--- config.mk ---
export PLATFORM = sky130hd
export DESIGN_NAME = stem_ctrl
export DESIGN_NICKNAME = d
export VERILOG_FILES = /design/src/hw/rtl/stem_pkg.sv /design/src/hw/rtl/stem_ctrl.sv
export SDC_FILE = /design/constraint.sdc
export NUM_CORES = 1
export LEC_CHECK = 0
export BUFFER_PORTS_ARGS = -buffer_cell sky130_fd_sc_hd__clkbuf_2
export CORE_AREA = 2 2 39 41
export CTS_BUF_LIST = sky130_fd_sc_hd__clkbuf_8
export DETAILED_ROUTE_END_ITERATION = 10
export DIE_AREA = 0 0 41 43
export SLEW_MARGIN = 15
export SYNTH_ARGS = -nofsm -noshare
export SYNTH_HDL_FRONTEND = slang
export SYNTH_SLANG_ARGS = --single-unit
--- constraint.sdc ---
create_clock -name clk_i -period 1.7 [get_ports clk_i]
set_clock_uncertainty 0.2 [all_clocks]
set_input_delay 0.085 -clock clk_i [delete_from_list [all_inputs] [get_ports clk_i]]
set_output_delay 0.085 -clock clk_i [all_outputs]
set_load 0.01 [all_outputs]
--- src/hw/rtl/stem_pkg.sv ---
`timescale 1ns / 1ps
`default_nettype none

package stem_pkg;

  // fixed field widths
  localparam int POS_W = 5;
  localparam int CFG_W = 6;
  localparam int REG_W = 1;
  // wide enough for a clamped grid dimension up to 256 and for a coordinate plus one
  localparam int DIM_W = 9;

  localparam logic [CFG_W-1:0] GRID_RESET = 6'd32;

  localparam logic ACT_START = 1'b0;
  localparam logic ACT_EDGE  = 1'b1;

  localparam logic DIR_RIGHT = 1'b0;
  localparam logic DIR_DOWN  = 1'b1;

  localparam logic [REG_W-1:0] REG_GRID_WIDTH  = 1'b0;
  localparam logic [REG_W-1:0] REG_GRID_HEIGHT = 1'b1;

  typedef enum logic [3:0] {
    ST_INIT,
    ST_IDLE,
    ST_FILL,
    ST_LOOK1,
    ST_LOOK2,
    ST_CMP,
    ST_SCAN,
    ST_DRAIN,
    ST_DONE
  } stem_state_e;

  typedef struct packed {
    logic load_in;
    logic cnt_clr;
    logic cnt_inc;
    logic fill_we;
    logic rd_i1;
    logic rd_i2;
    logic rd_scan;
    logic cap_keep;
    logic cap_gone;
    logic set_removed;
    logic load_out;
  } stem_cmd_t;

  typedef struct packed {
    logic in_fire;
    logic start;
    logic invalid;
    logic cnt_last;
    logic differ;
    logic out_free;
  } stem_sts_t;

endpackage

`default_nettype wire

--- src/hw/rtl/stem_ctrl.sv ---
`timescale 1ns / 1ps
`default_nettype none

module stem_ctrl (
  input  wire logic               clk_i,
  input  wire logic               rst_ni,
  input  wire stem_pkg::stem_sts_t sts_i,
  output stem_pkg::stem_cmd_t     cmd_o,
  output logic                    in_ready_o
);

  import stem_pkg::*;

  stem_state_e state_q, state_d;

  always_ff @(posedge clk_i or negedge rst_ni) begin
    if (!rst_ni) begin
      state_q <= ST_INIT;
    end else begin
      state_q <= state_d;
    end
  end

  always_comb begin
    state_d    = state_q;
    cmd_o      = '0;
    in_ready_o = 1'b0;
    unique case (state_q)
      ST_INIT: begin
        cmd_o.fill_we = 1'b1;
        cmd_o.cnt_inc = 1'b1;
        if (sts_i.cnt_last) begin
          cmd_o.cnt_clr = 1'b1;
          state_d       = ST_IDLE;
        end
      end
      ST_IDLE: begin
        in_ready_o = 1'b1;
        if (sts_i.in_fire) begin
          cmd_o.load_in = 1'b1;
          cmd_o.cnt_clr = 1'b1;
          if (sts_i.start) begin
            state_d = ST_FILL;
          end else if (sts_i.invalid) begin
            state_d = ST_DONE;
          end else begin
            state_d = ST_LOOK1;
          end
        end
      end
      ST_FILL: begin
        cmd_o.fill_we = 1'b1;
        cmd_o.cnt_inc = 1'b1;
        if (sts_i.cnt_last) begin
          cmd_o.cnt_clr = 1'b1;
          state_d       = ST_DONE;
        end
      end
      ST_LOOK1: begin
        cmd_o.rd_i1 = 1'b1;
        state_d     = ST_LOOK2;
      end
      ST_LOOK2: begin
        cmd_o.rd_i2    = 1'b1;
        cmd_o.cap_keep = 1'b1;
        state_d        = ST_CMP;
      end
      ST_CMP: begin
        cmd_o.cap_gone = 1'b1;
        if (sts_i.differ) begin
          cmd_o.set_removed = 1'b1;
          state_d           = ST_SCAN;
        end else begin
          state_d = ST_DONE;
        end
      end
      ST_SCAN: begin
        cmd_o.rd_scan = 1'b1;
        cmd_o.cnt_inc = 1'b1;
        if (sts_i.cnt_last) begin
          cmd_o.cnt_clr = 1'b1;
          state_d       = ST_DRAIN;
        end
      end
      ST_DRAIN: begin
        state_d = ST_DONE;
      end
      ST_DONE: begin
        if (sts_i.out_free) begin
          cmd_o.load_out = 1'b1;
          state_d        = ST_IDLE;
        end
      end
    endcase
  end

  a_fire_leaves_idle: assert property (@(posedge clk_i) disable iff (!rst_ni)
    sts_i.in_fire |=> state_q != ST_IDLE)
    else $error("accepted transaction did not start work");

  a_load_out_free: assert property (@(posedge clk_i) disable iff (!rst_ni)
    cmd_o.load_out |-> sts_i.out_free)
    else $error("result loaded over a pending transaction");

endmodule

`default_nettype wire

[Word-level counts from Yosys, hierarchy flattened]
Index checks and enable logic that the tools add are counted.
Storage, ports and cells
  flip-flop bits (word level): 4
  latch bits: 0
  RAM bits: 0
  bits in read-only memories: 0
  input port bits: 8
  memories kept: 0
Cells by class
  add/subtract/negate cells: 0
  multiply operators: 0
  divide/modulo/power cells: 0
  magnitude comparators: 0
  eq/ne operators: 13
  shift operators: 0
  muxes and demuxes: 23
  bitwise logic cells: 0
  reduce and logical (&&, ||, !) cells: 4
Operator list (count)
  one-hot mux 4 bit (9 select lines): 1
  two-way mux 4 bit: 8
  equality test 4 x 3 -> 1 bit, second input constant: 4
  two-way mux 1 bit: 11
  != test 2 bit, second input constant: 5
  equality test 4 x 2 -> 1 bit, second input constant: 2
  AND reduction 5 bit: 1
  equality test 4 x 1 -> 1 bit, second input constant: 1
  equality test 4 bit, second input constant: 1
  zero test 4 bit: 1
  two-way mux 2 bit: 2
  OR reduction 3 bit: 1
  one-hot mux 1 bit (2 select lines): 1
  OR reduction 2 bit: 1

[Longest topological paths before layout]
  depth after elaboration: 4
  mapped depth: 6
  mapped depth without buffers: 4

[Least setup slack after synthesis]
No wires, ideal clock.
  path kind: reg2out
  start point: register state_q[0]
  end point: output port cmd_o[5] (netlist name)
  arrival: 1162 ps
  required time: 1415 ps
  setup slack: 253 ps
  stages on the path, launching flop included: 5
  path through: dfrtp_1 > buf_6 > buf_6 > nor3_1 > buf_4
RTL lines
  start: declaration: line stem_ctrl.sv:14  | stem_state_e state_q, state_d;
  start signal: assignment: line stem_ctrl.sv:20  | state_q <= state_d;
  end: declaration: line stem_ctrl.sv:8  | output stem_pkg::stem_cmd_t cmd_o,

==> impl_results.md <==
* Outcome: completed
* Max_cap viols at 0
* Min cycle time layout at approximately 1.6 ns
* Iteration-0 DRC Markers at 5
* Final setup vio count at 0
* Die area at 0.001763 mm²
* Detailed-route via count at 473
* Antenna Violating Nets Remaining at 0
* Mapped Cells at 56
* DRC viols at 0
* Fillcell total at 134
* Fin nets at 87
* H-tree depth at 1
* Max-slew violations at 0
* IO Count at 20
* Core box area at 0.001384 mm²
* CTS buffer count at 3
* Final Hold Slack at between 0.009 and 0.01 ns
* Die W at around 40 µm
* Crit Path Class: reg2out
* Critical Path RT at approximately 1.4 ns
* Final wirelength at 1.121 mm
* Crit-path max FO at 9
* First-pass GRT wire length at 1.745 mm
* Clock transition at path regs at 0.03 ns
* Syn_nets at 64
* Grt total ovfl at 0
* Peak supply drop at 0.9412 mV
* IO Port Bufs at 19
* Starting density of the core at 35.44%
* Hold Vio Cnt, Final at 0
* CTS tree: built
* Per-cell routed wire length at 12.05 µm
* F_max at 639.3 MHz
* Yosys warnings at 0
* Number of detailed-route iterations in the first pass at 4
* Total Power at 1.255 mW
* Crit path DAT at between 1 and 1.5 ns
* Hold/Removal Path Class: in2async
* Period utilization at between 90% and 100%
* Gpl congestion at 0.8103
* FP Rows at 14
* Top Registers: state_q: 4 flops
* Library cells used by synthesis at 30
* Power per cell area at 1907 mW/mm²
* Setup crit end kind: output pin
* Sink Count at 4
* Largest net degree at the start of global routing at 20
* Mapped Area at slightly below 500 µm²
* GRT Util Overall at roughly 15%
* Clock root cell: clkbuf_8
* Initial antenna violation count at 0
* Avg Synthesized Cell Area at approximately 9 µm²
* CP Launch Type: flip-flop
* Max reg flops at 4
* Die height at 43 µm
* Pleak at 0.3138 nW
* Ant. Diodes at 0
* Post-Route Setup TNS at 0 ns
* Clock Tree Buf Depth at 2
* Dpl hpwl at 837.7 µm
* Sequential fraction of the synthesis area at 20.41%
* Number of synthesized register bits at 4
* Slew @ Worst Pin at 0.2632 ns
* Syn-to-layout area delta at 34.18%
* Rel. slew slack at 82.39%
* Biggest register: state_q
* Clock latency on the worst-skew pair at ~0.22 ns
* Via density at 5.086
* Layout cell share with drive strength beyond 1 at approximately half
* RSZ-0062 raised after global routing: no
* Vias in the first global route at 429
what timing repair did:
item / in CTS / in global routing
setup buffers: 0 / 0
gates resized for setup: 0 / 4
setup endpoints to repair: 0 / 2
hold buffers: 2 / 0
hold endpoints to repair: 5 / 0
metal layers:
layer / share of wire [%] / wire, µm / global-route usage, %
met1: 46 / 521 / 16.83
met2: 48 / 537 / 23.44
met3: 5.5 / 62 / 4.712
met4: 0 / 0 / 6.000
met5: 0 / 0 / 0
worst max-delay path: stages, from the launching register on:
cell and delay (ns):
dfrtp_1 0.38, buf_4 0.18, inv_2 0.09, a21oi_2 0.06, a22oi_1 0.18, nor2_1 0.05
clkbuf_2 0.12
Yosys cell counts, drive strengths merged:
cell type / instances / share of area [%]
buf: 7 / 15
nor2: 7 / 5.4
dfrtp: 4 / 20
and4: 1 / 1.8
a22oi: 2 / 3.1
and2: 1 / 1.3
a21oi: 3 / 3.1
nor4b: 1 / 3.1
a21o: 1 / 1.5
and4bb: 1 / 2.6
nand2: 1 / 0.76
nor3: 6 / 8.2
a311oi: 1 / 1.8
nor2b: 2 / 2.6
a221oi: 1 / 3.1
xor2: 1 / 1.8
and3: 1 / 1.3
o41ai: 1 / 5.6
nand2b: 3 / 3.8
a2bb2oi: 1 / 1.8
o21ai: 4 / 4.8
nor4: 1 / 1.3
a211oi: 2 / 4.1
inv: 3 / 2.3
where the power goes:
part,total (mW),internal [mW],switching (mW)
logic,0.880,0.408,0.472
clock network,0.197,0.151,0.0460
registers,0.179,0.138,0.0409
layout make-up:
class	count	area (µm²)	area share, %
clock buffer	3	41.29	6.274
inverter	3	11.26	1.711
multi-input combinational	42	315.3	47.91
sequential	4	100.1	15.21
tap	16	20.02	3.042
timing repair buffer	25	170.2	25.86
worst paths after layout:
kind / from / endpoint / slack [ns] / depth (start not counted)
worst min register to register: state_q[3]$_DFFE_PN0P_ / state_q[0]$_DFFE_PN0P_ / 0.41 / 2
worst max register to register: state_q[1]$_DFFE_PN0P_ / state_q[3]$_DFFE_PN0P_ / 0.26 / 5
worst max-delay path: state_q[1]$_DFFE_PN0P_ / cmd_o[9] / 0.14 / 6
max in group asynchronous: rst_ni / state_q[0]$_DFFE_PN0P_ / 1.16 / 2
min in group clk_i: sts_i[5] / state_q[1]$_DFFE_PN0P_ / 0.07 / 3
worst min-delay path: rst_ni / state_q[2]$_DFFE_PN0P_ / 0.01 / 2
cell families (layout without fill, tap and decap cells):
family | Yosys count | in the layout | share of synthesized area [%]
and+or+nand+nor | 25 | 25 | 31.89
buffers and inverters | 10 | 31 | 17.09
DFF | 4 | 4 | 20.41
xor gates and xnor gates | 1 | 1 | 1.786
AOI/OAI and AO/OA | 16 | 16 | 28.83
stage by stage:
step	worst slack (ns)	util, %	cells	area (µm²)
after detailed placement	0.2408	42.50	88	588.1
final	0.1358	47.56	93	658.1
after floorplan	0.2531	-	56	490.5
after global placement	0.2553	42.50	88	588.1
after global routing	0.02819	47.56	93	658.1
after CTS	0.03978	46.93	93	649.4
layout by cell type, fill, tap and decap left out, types with 2 or more instances in the layout:
| cell type | synthesis | layout |
|---|---|---|
| a21oi_1 | 3 | 2 |
| a22oi_1 | 2 | 2 |
| buf_12 | 0 | 2 |
| buf_4 | 1 | 2 |
| clkbuf_2 | 0 | 19 |
| clkbuf_8 | 0 | 3 |
| dfrtp_1 | 4 | 4 |
| dlygate4sd3_1 | 0 | 2 |
| inv_1 | 3 | 2 |
| nand2b_1 | 3 | 2 |
| nor2_1 | 7 | 6 |
| nor2b_1 | 2 | 2 |
| nor3_1 | 4 | 4 |
| nor3_2 | 2 | 2 |
| o21ai_1 | 3 | 3 |
(Power assumes the default switching activity.)
